--- config.mk ---
export PLATFORM = sky130hd
export DESIGN_NAME = radix_digit_string_palindrome_unit
export DESIGN_NICKNAME = d
export VERILOG_FILES = /design/src/hw/rtl/rdsp_pkg.sv /design/src/hw/rtl/rdsp_front.sv /design/src/hw/rtl/rdsp_back.sv /design/src/hw/rtl/radix_digit_string_palindrome_unit.sv
export SDC_FILE = /design/constraint.sdc
export NUM_CORES = 1
export LEC_CHECK = 0
export ABC_AREA = 1
export BUFFER_PORTS_ARGS = -buffer_cell sky130_fd_sc_hd__buf_2
export CORE_ASPECT_RATIO = 1.1
export CORE_MARGIN = 5
export CORE_UTILIZATION = 35
export DETAILED_ROUTE_END_ITERATION = 6
export GPL_TIMING_DRIVEN = 1
export PLACE_DENSITY_LB_ADDON = 0.12
export SYNTH_ARGS = -nofsm -noshare
export SYNTH_HDL_FRONTEND = slang
export SYNTH_SLANG_ARGS = --single-unit
--- constraint.sdc ---
create_clock -name clk -period 5.23 [get_ports clk]
set_input_delay 0 -clock clk [delete_from_list [all_inputs] [get_ports clk]]
set_output_delay 0 -clock clk [all_outputs]
set_load 0.05 [all_outputs]
--- src/hw/rtl/rdsp_pkg.sv ---
// types, constants and helper functions shared by the radix digit string unit
`timescale 1ns / 1ps
`default_nettype none

package rdsp_pkg;

    // default sizes
    localparam int VALUE_BITS_DEF = 31;
    localparam int MAX_DIGITS_DEF = 31;

    // fixed field widths
    localparam int RADIX_W = 6;
    localparam int DIGIT_W = 6;
    localparam int CHAR_W  = 7;

    // radix register limits and reset value
    localparam logic [RADIX_W-1:0] RADIX_MIN   = 6'd2;
    localparam logic [RADIX_W-1:0] RADIX_MAX   = 6'd36;
    localparam logic [RADIX_W-1:0] RADIX_RESET = 6'd10;

    // ascii offsets for the digit characters
    localparam logic [CHAR_W-1:0] CHAR_ZERO    = 7'd48;
    localparam logic [CHAR_W-1:0] CHAR_ALPHA   = 7'd55;
    localparam logic [DIGIT_W-1:0] DECIMAL_TOP = 6'd10;
    localparam logic [CHAR_W-1:0] CHAR_NONE    = 7'd0;

    // classified word handed from front to back
    typedef struct packed {
        logic [RADIX_W-1:0] base;
        logic               zero;
    } rdsp_ctrl_t;

    // digit value to its character, 0-9 then A-Z
    function automatic logic [CHAR_W-1:0] digit_to_char(input logic [DIGIT_W-1:0] d);
        logic [CHAR_W-1:0] dx;
        dx = {1'b0, d};
        if (d < DECIMAL_TOP)
            digit_to_char = CHAR_ZERO + dx;
        else
            digit_to_char = CHAR_ALPHA + dx;
    endfunction

    // radix clamped to the supported range
    function automatic logic [RADIX_W-1:0] clamp_radix(input logic [RADIX_W-1:0] r);
        if (r < RADIX_MIN)
            clamp_radix = RADIX_MIN;
        else if (r > RADIX_MAX)
            clamp_radix = RADIX_MAX;
        else
            clamp_radix = r;
    endfunction

endpackage

`default_nettype wire

--- src/hw/rtl/rdsp_front.sv ---
// front end: radix register, input classification and a two-entry hand-off queue
`timescale 1ns / 1ps
`default_nettype none

module rdsp_front #(
    parameter int VALUE_BITS = rdsp_pkg::VALUE_BITS_DEF
) (
    input  wire logic                          clk,
    input  wire logic                          rst_n,
    input  wire logic                          radix_we,
    input  wire logic [rdsp_pkg::RADIX_W-1:0]  radix_wdata,
    input  wire logic                          push,
    output logic                               full,
    input  wire logic [VALUE_BITS-1:0]         number,
    output logic                               item_valid,
    input  wire logic                          item_take,
    output logic [VALUE_BITS-1:0]              item_value,
    output rdsp_pkg::rdsp_ctrl_t               item_ctrl
);
    import rdsp_pkg::*;

    localparam int Q_DEPTH = 2;
    localparam int CNT_W   = $clog2(Q_DEPTH + 1);

    logic [RADIX_W-1:0]    radix_reg;
    logic [VALUE_BITS-1:0] q_val_reg [Q_DEPTH];
    rdsp_ctrl_t            q_ctl_reg [Q_DEPTH];
    logic                  wr_ptr_reg, wr_ptr_next;
    logic                  rd_ptr_reg, rd_ptr_next;
    logic [CNT_W-1:0]      count_reg, count_next;
    logic                  push_ok;
    rdsp_ctrl_t            new_ctl;

    // radix register
    always_ff @(posedge clk or negedge rst_n)
    begin
        if (!rst_n)
            radix_reg <= RADIX_RESET;
        else if (radix_we)
            radix_reg <= radix_wdata;
    end

    // classify the incoming word
    always_comb
    begin
        new_ctl.base = clamp_radix(radix_reg);
        new_ctl.zero = (number == '0);
    end

    // queue pointers and fill count
    assign full       = (count_reg == CNT_W'(Q_DEPTH));
    assign push_ok    = push && !full;
    assign item_valid = (count_reg != '0);

    always_comb
    begin
        wr_ptr_next = push_ok ? ~wr_ptr_reg : wr_ptr_reg;
        rd_ptr_next = item_take ? ~rd_ptr_reg : rd_ptr_reg;
        count_next  = count_reg + CNT_W'(push_ok) - CNT_W'(item_take);
    end

    always_ff @(posedge clk or negedge rst_n)
    begin
        if (!rst_n)
        begin
            wr_ptr_reg <= 1'b0;
            rd_ptr_reg <= 1'b0;
            count_reg  <= '0;
        end
        else
        begin
            wr_ptr_reg <= wr_ptr_next;
            rd_ptr_reg <= rd_ptr_next;
            count_reg  <= count_next;
        end
    end

    // queue storage
    always_ff @(posedge clk)
    begin
        if (push_ok)
        begin
            q_val_reg[wr_ptr_reg] <= number;
            q_ctl_reg[wr_ptr_reg] <= new_ctl;
        end
    end

    assign item_value = q_val_reg[rd_ptr_reg];
    assign item_ctrl  = q_ctl_reg[rd_ptr_reg];

`ifndef SYNTHESIS
    a_count_range: assert property (@(posedge clk) disable iff (!rst_n)
        count_reg <= CNT_W'(Q_DEPTH))
        else $error("hand-off queue overfilled");
    a_take_nonempty: assert property (@(posedge clk) disable iff (!rst_n)
        item_take |-> count_reg != '0)
        else $error("back end took a word from an empty queue");
    a_push_fills: assert property (@(posedge clk) disable iff (!rst_n)
        push_ok |=> count_reg != '0)
        else $error("accepted word not held in queue");
`endif

endmodule

`default_nettype wire

--- src/hw/rtl/rdsp_back.sv ---
// back end: serial divider, digit store, palindrome check and result register
`timescale 1ns / 1ps
`default_nettype none

module rdsp_back #(
    parameter int VALUE_BITS = rdsp_pkg::VALUE_BITS_DEF,
    parameter int MAX_DIGITS = rdsp_pkg::MAX_DIGITS_DEF
) (
    input  wire logic                          clk,
    input  wire logic                          rst_n,
    input  wire logic                          item_valid,
    output logic                               item_take,
    input  wire logic [VALUE_BITS-1:0]         item_value,
    input  wire rdsp_pkg::rdsp_ctrl_t          item_ctrl,
    output logic                               empty,
    input  wire logic                          pop,
    output logic [rdsp_pkg::CHAR_W-1:0]        digit_char,
    output logic                               last_digit,
    output logic                               empty_string,
    output logic                               palindrome
);
    import rdsp_pkg::*;

    localparam int BIT_W  = $clog2(VALUE_BITS);
    localparam int CNT_W  = $clog2(MAX_DIGITS + 1);
    localparam int ADDR_W = $clog2(MAX_DIGITS);

    localparam logic [2:0] S_IDLE    = 3'd0;
    localparam logic [2:0] S_DIV     = 3'd1;
    localparam logic [2:0] S_PAL_RD  = 3'd2;
    localparam logic [2:0] S_PAL_CMP = 3'd3;
    localparam logic [2:0] S_EMIT_RD = 3'd4;
    localparam logic [2:0] S_EMIT_WR = 3'd5;
    localparam logic [2:0] S_ZERO    = 3'd6;

    logic [2:0]            state_reg, state_next;
    logic [BIT_W-1:0]      bit_cnt_reg, bit_cnt_next;
    logic [CNT_W-1:0]      dcnt_reg, dcnt_next;
    logic [CNT_W-1:0]      idx_reg, idx_next;
    logic                  pal_reg, pal_next;
    logic [VALUE_BITS-1:0] val_reg, val_next;
    logic [DIGIT_W-1:0]    rem_reg, rem_next;
    logic [RADIX_W-1:0]    base_reg;

    logic [DIGIT_W:0]      trial;
    logic                  ge;
    logic [DIGIT_W-1:0]    rem_step;
    logic [VALUE_BITS-1:0] val_step;
    logic [CNT_W-1:0]      dcnt_inc;
    logic [CNT_W-1:0]      mirror_idx;

    logic [DIGIT_W-1:0]    mem [MAX_DIGITS];
    logic                  mem_we;
    logic [ADDR_W-1:0]     mem_waddr;
    logic                  rd_en_a, rd_en_b;
    logic [ADDR_W-1:0]     rd_addr_a, rd_addr_b;
    logic [DIGIT_W-1:0]    rd_a_reg, rd_b_reg;

    logic                  out_valid_reg, out_valid_next;
    logic                  slot_free;
    logic                  out_load;
    logic [CHAR_W-1:0]     out_char;
    logic                  out_last, out_empty, out_pal;
    logic [CHAR_W-1:0]     digit_char_reg;
    logic                  last_digit_reg, empty_string_reg, palindrome_reg;

    // one restoring division step by the radix
    always_comb
    begin
        trial    = {rem_reg, val_reg[VALUE_BITS-1]};
        ge       = (trial >= {1'b0, base_reg});
        rem_step = ge ? DIGIT_W'(trial - {1'b0, base_reg}) : trial[DIGIT_W-1:0];
        val_step = {val_reg[VALUE_BITS-2:0], ge};
    end

    assign dcnt_inc   = dcnt_reg + 1'b1;
    assign mirror_idx = dcnt_reg - 1'b1 - idx_reg;
    assign slot_free  = !out_valid_reg || pop;

    // sequencer
    always_comb
    begin
        state_next   = state_reg;
        bit_cnt_next = bit_cnt_reg;
        dcnt_next    = dcnt_reg;
        idx_next     = idx_reg;
        pal_next     = pal_reg;
        val_next     = val_reg;
        rem_next     = rem_reg;
        item_take    = 1'b0;
        mem_we       = 1'b0;
        mem_waddr    = dcnt_reg[ADDR_W-1:0];
        rd_en_a      = 1'b0;
        rd_en_b      = 1'b0;
        rd_addr_a    = idx_reg[ADDR_W-1:0];
        rd_addr_b    = mirror_idx[ADDR_W-1:0];
        out_load     = 1'b0;
        out_char     = digit_to_char(rd_a_reg);
        out_last     = (idx_reg == '0);
        out_empty    = 1'b0;
        out_pal      = pal_reg && (idx_reg == '0);

        case (state_reg)
            S_IDLE:
            begin
                if (item_valid)
                begin
                    item_take    = 1'b1;
                    val_next     = item_value;
                    rem_next     = '0;
                    bit_cnt_next = '0;
                    dcnt_next    = '0;
                    pal_next     = 1'b1;
                    state_next   = item_ctrl.zero ? S_ZERO : S_DIV;
                end
            end
            S_DIV:
            begin
                val_next     = val_step;
                rem_next     = rem_step;
                bit_cnt_next = bit_cnt_reg + 1'b1;
                if (bit_cnt_reg == BIT_W'(VALUE_BITS - 1))
                begin
                    // digit complete: store it, then go on with the quotient unless it is zero or the store is full
                    mem_we       = 1'b1;
                    dcnt_next    = dcnt_inc;
                    rem_next     = '0;
                    bit_cnt_next = '0;
                    if (val_step == '0 || dcnt_inc == CNT_W'(MAX_DIGITS))
                    begin
                        idx_next   = '0;
                        state_next = S_PAL_RD;
                    end
                end
            end
            S_PAL_RD:
            begin
                if (idx_reg < (dcnt_reg >> 1))
                begin
                    rd_en_a    = 1'b1;
                    rd_en_b    = 1'b1;
                    state_next = S_PAL_CMP;
                end
                else
                begin
                    idx_next   = dcnt_reg - 1'b1;
                    state_next = S_EMIT_RD;
                end
            end
            S_PAL_CMP:
            begin
                if (rd_a_reg != rd_b_reg)
                    pal_next = 1'b0;
                idx_next   = idx_reg + 1'b1;
                state_next = S_PAL_RD;
            end
            S_EMIT_RD:
            begin
                rd_en_a    = 1'b1;
                state_next = S_EMIT_WR;
            end
            S_EMIT_WR:
            begin
                if (slot_free)
                begin
                    out_load = 1'b1;
                    if (idx_reg == '0)
                        state_next = S_IDLE;
                    else
                    begin
                        idx_next   = idx_reg - 1'b1;
                        state_next = S_EMIT_RD;
                    end
                end
            end
            S_ZERO:
            begin
                out_char  = CHAR_NONE;
                out_last  = 1'b1;
                out_empty = 1'b1;
                out_pal   = 1'b1;
                if (slot_free)
                begin
                    out_load   = 1'b1;
                    state_next = S_IDLE;
                end
            end
            default:
            begin
                state_next = S_IDLE;
            end
        endcase
    end

    // control registers
    always_ff @(posedge clk or negedge rst_n)
    begin
        if (!rst_n)
        begin
            state_reg   <= S_IDLE;
            bit_cnt_reg <= '0;
            dcnt_reg    <= '0;
            idx_reg     <= '0;
            pal_reg     <= 1'b1;
        end
        else
        begin
            state_reg   <= state_next;
            bit_cnt_reg <= bit_cnt_next;
            dcnt_reg    <= dcnt_next;
            idx_reg     <= idx_next;
            pal_reg     <= pal_next;
        end
    end

    // divider datapath
    always_ff @(posedge clk)
    begin
        val_reg <= val_next;
        rem_reg <= rem_next;
        if (item_take)
            base_reg <= item_ctrl.base;
    end

    // digit store, least significant digit at address zero
    always_ff @(posedge clk)
    begin
        if (mem_we)
            mem[mem_waddr] <= rem_step;
        if (rd_en_a)
            rd_a_reg <= mem[rd_addr_a];
        if (rd_en_b)
            rd_b_reg <= mem[rd_addr_b];
    end

    // result register
    always_comb
    begin
        out_valid_next = out_valid_reg;
        if (out_load)
            out_valid_next = 1'b1;
        else if (pop)
            out_valid_next = 1'b0;
    end

    always_ff @(posedge clk or negedge rst_n)
    begin
        if (!rst_n)
            out_valid_reg <= 1'b0;
        else
            out_valid_reg <= out_valid_next;
    end

    always_ff @(posedge clk)
    begin
        if (out_load)
        begin
            digit_char_reg   <= out_char;
            last_digit_reg   <= out_last;
            empty_string_reg <= out_empty;
            palindrome_reg   <= out_pal;
        end
    end

    assign empty        = !out_valid_reg;
    assign digit_char   = digit_char_reg;
    assign last_digit   = last_digit_reg;
    assign empty_string = empty_string_reg;
    assign palindrome   = palindrome_reg;

`ifndef SYNTHESIS
    a_no_overwrite: assert property (@(posedge clk) disable iff (!rst_n)
        (out_load && out_valid_reg) |-> pop)
        else $error("result word overwritten before it was taken");
    a_rem_below_base: assert property (@(posedge clk) disable iff (!rst_n)
        state_reg == S_DIV |-> rem_reg < base_reg)
        else $error("partial remainder not below radix");
    a_digit_count: assert property (@(posedge clk) disable iff (!rst_n)
        dcnt_reg <= CNT_W'(MAX_DIGITS))
        else $error("digit count beyond store depth");
    a_empty_word: assert property (@(posedge clk) disable iff (!rst_n)
        (out_valid_reg && empty_string_reg) |-> (last_digit_reg && palindrome_reg))
        else $error("empty-string word not marked last and palindrome");
`endif

endmodule

`default_nettype wire

--- src/hw/rtl/radix_digit_string_palindrome_unit.sv ---
// top level: integer to radix digit string with palindrome flag
// sequence: a zero number gives a single empty-string word; any other number has all its digits
//   divided out and checked for a palindrome, then one word per digit, most significant first
// flow: the back end takes a new number only once it is done with the last, and each word waits
//   for a free result slot; the queue fills meanwhile
// reset: asynchronous, active low; clears queue, sequencer and result, radix to ten
`timescale 1ns / 1ps
`default_nettype none

module radix_digit_string_palindrome_unit #(
    parameter int VALUE_BITS = rdsp_pkg::VALUE_BITS_DEF,
    parameter int MAX_DIGITS = rdsp_pkg::MAX_DIGITS_DEF
) (
    input  wire logic                          clk,
    input  wire logic                          rst_n,
    input  wire logic                          radix_we,
    input  wire logic [rdsp_pkg::RADIX_W-1:0]  radix_wdata,
    input  wire logic                          push,
    output logic                               full,
    input  wire logic [VALUE_BITS-1:0]         number,
    output logic                               empty,
    input  wire logic                          pop,
    output logic [rdsp_pkg::CHAR_W-1:0]        digit_char,
    output logic                               last_digit,
    output logic                               empty_string,
    output logic                               palindrome
);
    import rdsp_pkg::*;

    logic                  item_valid;
    logic                  item_take;
    logic [VALUE_BITS-1:0] item_value;
    rdsp_ctrl_t            item_ctrl;

    // accept and classify
    rdsp_front #(
        .VALUE_BITS (VALUE_BITS)
    ) u_front (
        .clk         (clk),
        .rst_n       (rst_n),
        .radix_we    (radix_we),
        .radix_wdata (radix_wdata),
        .push        (push),
        .full        (full),
        .number      (number),
        .item_valid  (item_valid),
        .item_take   (item_take),
        .item_value  (item_value),
        .item_ctrl   (item_ctrl)
    );

    // convert and emit
    rdsp_back #(
        .VALUE_BITS (VALUE_BITS),
        .MAX_DIGITS (MAX_DIGITS)
    ) u_back (
        .clk          (clk),
        .rst_n        (rst_n),
        .item_valid   (item_valid),
        .item_take    (item_take),
        .item_value   (item_value),
        .item_ctrl    (item_ctrl),
        .empty        (empty),
        .pop          (pop),
        .digit_char   (digit_char),
        .last_digit   (last_digit),
        .empty_string (empty_string),
        .palindrome   (palindrome)
    );

endmodule

`default_nettype wire
# == Word-level counts from Yosys, hierarchy flattened ==
# Memory sizes are Yosys's and may differ from the RTL's. A register that Yosys moved wholly into a read port is not among the register bits.
# Index checks and enable logic that the tools add are counted.
# word_totals
wordCells,125
ff_bits,83
ramBits,262
input_bits,42
memories,3
# classes
reduce_logical,21
mux,48
magnitude_cmp,5
add_sub_neg,11
eq_ne,18
bitwise,2
# memory_table
name,words,word_bits,read_ports,rd_clocked_by_memory_dff,write_ports,line_no,text
u_back.mem,31,6,2,2,1,rdsp_back.sv:52,logic [DIGIT_W-1:0] mem [MAX_DIGITS];
u_front.q_val_reg,2,31,1,0,1,rdsp_front.sv:26,logic [VALUE_BITS-1:0] q_val_reg [Q_DEPTH];
u_front.q_ctl_reg,2,7,1,0,1,rdsp_front.sv:27,rdsp_ctrl_t q_ctl_reg [Q_DEPTH];
# op_table
cell,n
logical NOT 31 bit,2
one-hot mux 31 bit (2 select lines),1
two-way mux 5 bit,8
two-way mux 31 bit,1
two-way mux 6 bit,5
two-way mux 3 bit,8
one-hot mux 3 bit (7 select lines),1
one-hot mux 5 bit (2 select lines),2
one-hot mux 5 bit (4 select lines),1
two-way mux 1 bit,17
adder 5 x 1 -> 5 bit (second input constant),3
adder 6 x 6 -> 7 bit (first input constant),2
one-hot mux 6 bit (2 select lines),1
== test 5 bit (second input constant),2
!= test 2 x 1 -> 1 bit (second input constant),5
subtractor 5 x 1 -> 5 bit (second input constant),2
== test 3 bit (second input constant),3
nonzero test 2 bit,4
greater-or-equal comparator 7 x 6 -> 1 bit,1
two-way mux 7 bit,1
== test 3 x 2 -> 1 bit (second input constant),2
greater-than comparator 6 bit (second input constant),1
less-than comparator 6 x 2 -> 1 bit (second input constant),1
less-than comparator 6 x 4 -> 1 bit (second input constant),1
22 further kinds,30

# == Logic depth before layout (Yosys ltp) ==
# depth
word_depth,6
ltp_mapped,15
mapped_depth_nobuf,13

# == Modules after synthesis ==
# From an unflattened synthesis, not the netlist that was laid out.
# unflattened
hier_cells,1907
hier_area_um2,17762.0
# by_module_without_submodules
module,instances,cells_per_inst,area_per_inst_um2
rdsp_back,1,1696,14346.3
rdsp_front,1,211,3415.8

# == Least setup slack after synthesis ==
# OpenSTA, ideal clock, no wires.
# synth_timing
path_kind,register to register
startpoint,reg u_front.count_reg[1]
endpoint,mem u_front.q_ctl_reg[1][0] in the netlist's numbering (enable)
required_ps,4795
setup_slack_ps,2559
arrival_time_ps,2236
path_stages_with_launch,4
path_buffers,0
setup_time_ps,435
cell_sequence,dfrtp_1 -> inv_1 -> o21ai_0 -> nor2_1
# synth_between
elab_chain_len,5
# synth_lines
element,line_no,text
start: declaration,rdsp_front.sv:30,"logic [CNT_W-1:0] count_reg, count_next;"
start signal: assignment,rdsp_front.sv:74,count_reg <= count_next;
== test 2 bit,rdsp_front.sv:51,assign full = (count_reg == CNT_W'(Q_DEPTH));
logical NOT 1 bit,rdsp_front.sv:52,assign push_ok = push && !full;
logical AND 1 bit,rdsp_front.sv:52,
two-way mux 1 bit,rdsp_front.sv:81,if (push_ok)
two-way mux 1 bit (not written as such),rdsp_front.sv:84,q_ctl_reg[wr_ptr_reg] <= new_ctl;
end: declaration,rdsp_front.sv:27,
# No other way between the ends.

# == Worst setup path in the final report ==
# layout_timing
startpoint,reg u_back.dcnt_reg[0]
endpoint,"reg u_back.rd_b_reg[3] (read register of u_back.mem), data pin"
# layout_between
elab_chain_len,2
# layout_lines
element,line_no,text
start: declaration,rdsp_back.sv:38,"logic [CNT_W-1:0] dcnt_reg, dcnt_next;"
start signal: assignment,rdsp_back.sv:210,dcnt_reg <= dcnt_next;
subtractor 5 x 1 -> 5 bit,rdsp_back.sv:77,assign mirror_idx = dcnt_reg - 1'b1 - idx_reg;
subtractor 5 bit,rdsp_back.sv:77,
end: declaration,rdsp_back.sv:57,"logic [DIGIT_W-1:0] rd_a_reg, rd_b_reg;"
# No other way between the ends.
# A chain may end at the register's enable or synchronous reset.

==> results.md <==
* Worst Hold Endpoint: u_front.count_reg[0]$_DFF_PN0_
* Type of origin of the critical path: register
* Setup total negative slack at 0 ns
* Number of setup violations in the final report at 0
* CORE AREA at ~50000 sq um
* Worst reg2reg path depth at 12
* Initial antenna violation count at 0
* Initial DRC count at between 1000 and 1500
* Number of routed nets with antenna violations at 0
* Max-cap violation count at 0
* TritonCTS buffer count at 42
* # port buffers at 53
* Floorplan row count at between 80 and 90
* Crit path buffers/inverters at 2
* Vias after detailed routing at 13300
* Floorplan die area at 54500 sq um
* Total iterations of the first detailed-routing run at 5
* Share of cells above drive strength 1 at a little under a tenth
* Critical-path cell with the highest stage delay: sky130_fd_sc_hd__inv_1
* Number of buffers added for setup after CTS at 0
* Maximum fanout along the worst path at 23
* Die extent in x at between 200 and 250 um
* Share of flip-flops with an asynchronous set or reset after synthesis at about 8.4%
* Maximum single-stage delay on the critical path at 0.82 ns
* WP data arrival at between 3 and 4 ns
* Switching power of the nets at approximately 4700 uW
* Power Internal at 7300 uW
* Number of hold-slack violations in the final timing report at 0
* Via count of the first global-routing pass at 13000
* Global-route wire length before repair at 77300 um
* Count of distinct cell types in the synthesized netlist at 45
* Total clock sinks at between 300 and 400
* Ordered cell list for the critical path: inv_1 -> ha_1 -> fa_2 -> inv_1 -> o21ai_0 -> o21ai_0 -> nand2_1 -> nand2_1 -> nand2_1 -> nand2_1 -> nand2_1 -> nand2_1
* Sum of overflow across all layers after global routing at 0
* Synthesized instance count at 1818
* Die boundary height at ~240 um
* Category of the critical setup timing path: reg -> reg
* Fill count at 4837
* Diodes inserted at 0
* Leading register cell type out of synthesis: sky130_fd_sc_hd__edfxtp_1
* Highest Clock Rate at 0.289 GHz
* Leakage dissipation at approximately 0.0077 uW
* Per-instance average area after synthesis at just under 10 sq um
* Clk slew on worst S/H paths at roughly 0.060 ns
* Clock power frac at about a quarter
* Switching part of the total power at between 30% and 40%
* Final net count at roughly 2000
* Area growth from synthesis to layout at 15.5%
* # DRC at 0
* Boundary pin count at 54
* Routed WL per cell at 19.4 um
* Hold Path Origin: push
* Final worst hold slack at between 0.03 and 0.04 ns
* Fin. max-slew vios at 0
* Critical Path Most Common Cell: sky130_fd_sc_hd__nand2_1
* Maximum number of buffers from clock root to sink at 3
* Hold Path Class: in -> reg
* Endpoint kind of the worst setup timing path: register
* Top Family by Delay on Critical Path: buffers and inverters
* Total of warnings raised by yosys at 0
* Min-Delay Path Depth at 4
* Reg2Reg Setup Slack at between 1.5 and 2 ns
* GRT Total Usage at between 10% and 20%
* Number of nets produced by synthesis at about 1900
* Peak supply drop at approximately 0.00034 V
* Worst slew margin at 15.6%
* Unrepaired setup endpoints after global routing: false
* Cell area power density at approximately 600 nW/um^2
* Number of enable flip-flop cells after synthesis at around 330
* Half-perimeter wire length after placement at 31200 um
* Maximum number of pins on one net before global-route repair at 92
* Slew at the pin closest to its max-slew limit at 1.26 ns
* Initial Utilization at about a third
* Mean number of vias per cell at 5.14
* Netlist area before placement at approximately 17000 sq um
* Combinational share of power at a little over a third
* Register area share after synthesis at about three fifths
* Outcome: completed
* Min cycle time layout at between 3 and 4 ns
* Register bit total from synthesis at approximately 360
* Clock skew after layout at between 0.03 and 0.04 ns
* Capture instance of the worst register-to-register path: u_back.rd_b_reg[3]$_DFFE_PP_
* Root buffer selected by CTS: sky130_fd_sc_hd__clkbuf_16
* Wire length reported by the detailed router at a little over 50000 um
* CTS tree: built
* Period Utilization, post-route at between 60% and 70%
* Clk Latency, worst-skew pair at 0.58 ns
* Fraction of power consumed by sequential logic at 40.0%
* H-tree lvl count at 2
* Routability Congestion at 0.878
* Max reg flops at roughly 190
* Data required, critical path at 5.68 ns
* RR Startpoint: u_back.dcnt_reg[0]$_DFFE_PN0P_
==> final cells by class <==
type,instances,area (sq um),share of cell area [%]
Sequential cell,357,10600,52.4
Multi-Input combinational cell,1232,6000,29.7
Clock buffer,57,1120,5.53
Timing Repair Buffer,125,943,4.67
Tap cell,660,826,4.09
Inverter,134,505,2.50
Clock inverter,21,224,1.11
==> power groups by stage <==
stage	Combinational [uW]	Sequential, uW	Clock, uW
after CTS	4410	4820	2940
final	4350	4820	2860
after floorplan	2730	4850	0
after global routing	4850	4870	3080
after detailed placement	4370	4870	0
after global placement	4360	4870	0
==> worst max-delay path by stage <==
stage                                         startpoint                           endpoint  slack (ns)  depth (start not counted)
after floorplan           u_front.count_reg[1]$_DFF_PN0_  u_front.q_ctl_reg[1][0]$_DFFE_PP_        2.56                          3
after global placement    u_back.dcnt_reg[0]$_DFFE_PN0P_       u_back.rd_b_reg[1]$_DFFE_PP_        1.87                         14
after detailed placement  u_back.dcnt_reg[0]$_DFFE_PN0P_       u_back.rd_b_reg[0]$_DFFE_PP_        1.79                         12
after CTS                 u_back.dcnt_reg[0]$_DFFE_PN0P_       u_back.rd_b_reg[0]$_DFFE_PP_        1.78                         12
after global routing      u_back.dcnt_reg[0]$_DFFE_PN0P_       u_back.rd_b_reg[0]$_DFFE_PP_        1.53                         12
final                     u_back.dcnt_reg[0]$_DFFE_PN0P_       u_back.rd_b_reg[3]$_DFFE_PP_        1.76                         12
==> cells in the mapped netlist, types with 3 or more instances <==
cell type | n | area (sq um)
sky130_fd_sc_hd__nand2_1 | 436 | 1640
sky130_fd_sc_hd__edfxtp_1 | 327 | 9820
sky130_fd_sc_hd__nor2_1 | 234 | 878
sky130_fd_sc_hd__o21ai_0 | 189 | 946
sky130_fd_sc_hd__inv_1 | 120 | 450
sky130_fd_sc_hd__nand3_1 | 97 | 485
sky130_fd_sc_hd__a21oi_1 | 59 | 295
sky130_fd_sc_hd__buf_2 | 49 | 245
sky130_fd_sc_hd__o211ai_1 | 45 | 338
sky130_fd_sc_hd__clkbuf_1 | 39 | 146
sky130_fd_sc_hd__a31oi_1 | 32 | 200
sky130_fd_sc_hd__ha_1 | 29 | 363
sky130_fd_sc_hd__dfrtp_1 | 27 | 676
sky130_fd_sc_hd__nand4_1 | 16 | 100
sky130_fd_sc_hd__xor2_1 | 16 | 140
sky130_fd_sc_hd__o22ai_1 | 14 | 87.6
sky130_fd_sc_hd__inv_2 | 11 | 41.3
sky130_fd_sc_hd__o21ai_1 | 8 | 40.0
sky130_fd_sc_hd__nor4_1 | 7 | 43.8
sky130_fd_sc_hd__or2_2 | 7 | 43.8
sky130_fd_sc_hd__nor3_1 | 6 | 30.0
sky130_fd_sc_hd__buf_1 | 5 | 18.8
sky130_fd_sc_hd__nor2_2 | 5 | 31.3
sky130_fd_sc_hd__nand2_2 | 4 | 25.0
sky130_fd_sc_hd__dfstp_2 | 3 | 78.8
sky130_fd_sc_hd__fa_1 | 3 | 60.1
sky130_fd_sc_hd__nand3b_1 | 3 | 22.5
sky130_fd_sc_hd__o21bai_1 | 3 | 22.5
==> worst min-delay path, stage by stage <==
cell                      delay, ns
sky130_fd_sc_hd__buf_2         0.07
sky130_fd_sc_hd__o21ai_0       0.23
sky130_fd_sc_hd__inv_1         0.15
sky130_fd_sc_hd__ha_1          0.13
==> cell usage in the layout (no fill, tap or decap), types with 6 or more instances in the layout <==
cell type	count
sky130_fd_sc_hd__nor2_1	232
sky130_fd_sc_hd__nor3_1	6
sky130_fd_sc_hd__nand2_1	435
sky130_fd_sc_hd__dlygate4sd3_1	50
sky130_fd_sc_hd__buf_2	53
sky130_fd_sc_hd__edfxtp_1	327
sky130_fd_sc_hd__o22ai_1	14
sky130_fd_sc_hd__clkinv_2	7
sky130_fd_sc_hd__inv_2	11
sky130_fd_sc_hd__a21oi_1	59
sky130_fd_sc_hd__clkinv_1	10
sky130_fd_sc_hd__xor2_1	16
sky130_fd_sc_hd__nand4_1	16
sky130_fd_sc_hd__o21ai_1	8
sky130_fd_sc_hd__o21ai_0	189
sky130_fd_sc_hd__nand3_1	97
sky130_fd_sc_hd__or2_2	7
sky130_fd_sc_hd__clkbuf_1	14
sky130_fd_sc_hd__inv_1	119
sky130_fd_sc_hd__o211ai_1	45
sky130_fd_sc_hd__a31oi_1	32
sky130_fd_sc_hd__buf_4	21
sky130_fd_sc_hd__nor4_1	7
sky130_fd_sc_hd__dfrtp_1	25
sky130_fd_sc_hd__ha_1	28
sky130_fd_sc_hd__clkbuf_16	42
==> kinds of logic (layout without fill, tap and decap cells) <==
logic type               Yosys count  count (layout)  share of synthesized area (%)
AND/OR/NAND/NOR                  821             821                           19.2
AO/OA/AOI/OAI                    358             358                           11.4
flip-flops                       357             357                           60.5
buffers and inverters            229             337                           5.32
adder cells (fa/ha/maj)           32              32                           2.42
XOR/XNOR                          20              20                           1.09
multiplexers                       1               1                         0.0644
==> metrics by stage <==
| step | utilization (%) | setup WS (ns) | total power [uW] | cells | area (sq um) |
|---|---|---|---|---|---|
| finish | 40.5 | 1.76 | 12000 | 2586 | 20200 |
| global placement | 36.8 | 1.87 | 9230 | 2458 | 18400 |
| CTS | 40.5 | 1.78 | 12200 | 2586 | 20200 |
| floorplan | - | 2.56 | 7580 | 1818 | 17500 |
| detailed placement | 36.8 | 1.79 | 9250 | 2458 | 18400 |
| global route | 40.5 | 1.53 | 12800 | 2586 | 20200 |
==> metal layers <==
layer	track usage [%]	share of wire, %	vias up
li1	-	-	6412
met1	23.4	42	6379
met2	30.9	49	417
met3	3.11	5.6	87
met4	6.24	3.1	0
met5	0	0	-
==> timing repair <==
action                    4_1_cts  5_1_grt
resized for setup               0        0
hold endpoints to repair      109        0
hold buffers                   50        0
Power figures use the tool's default switching activity.
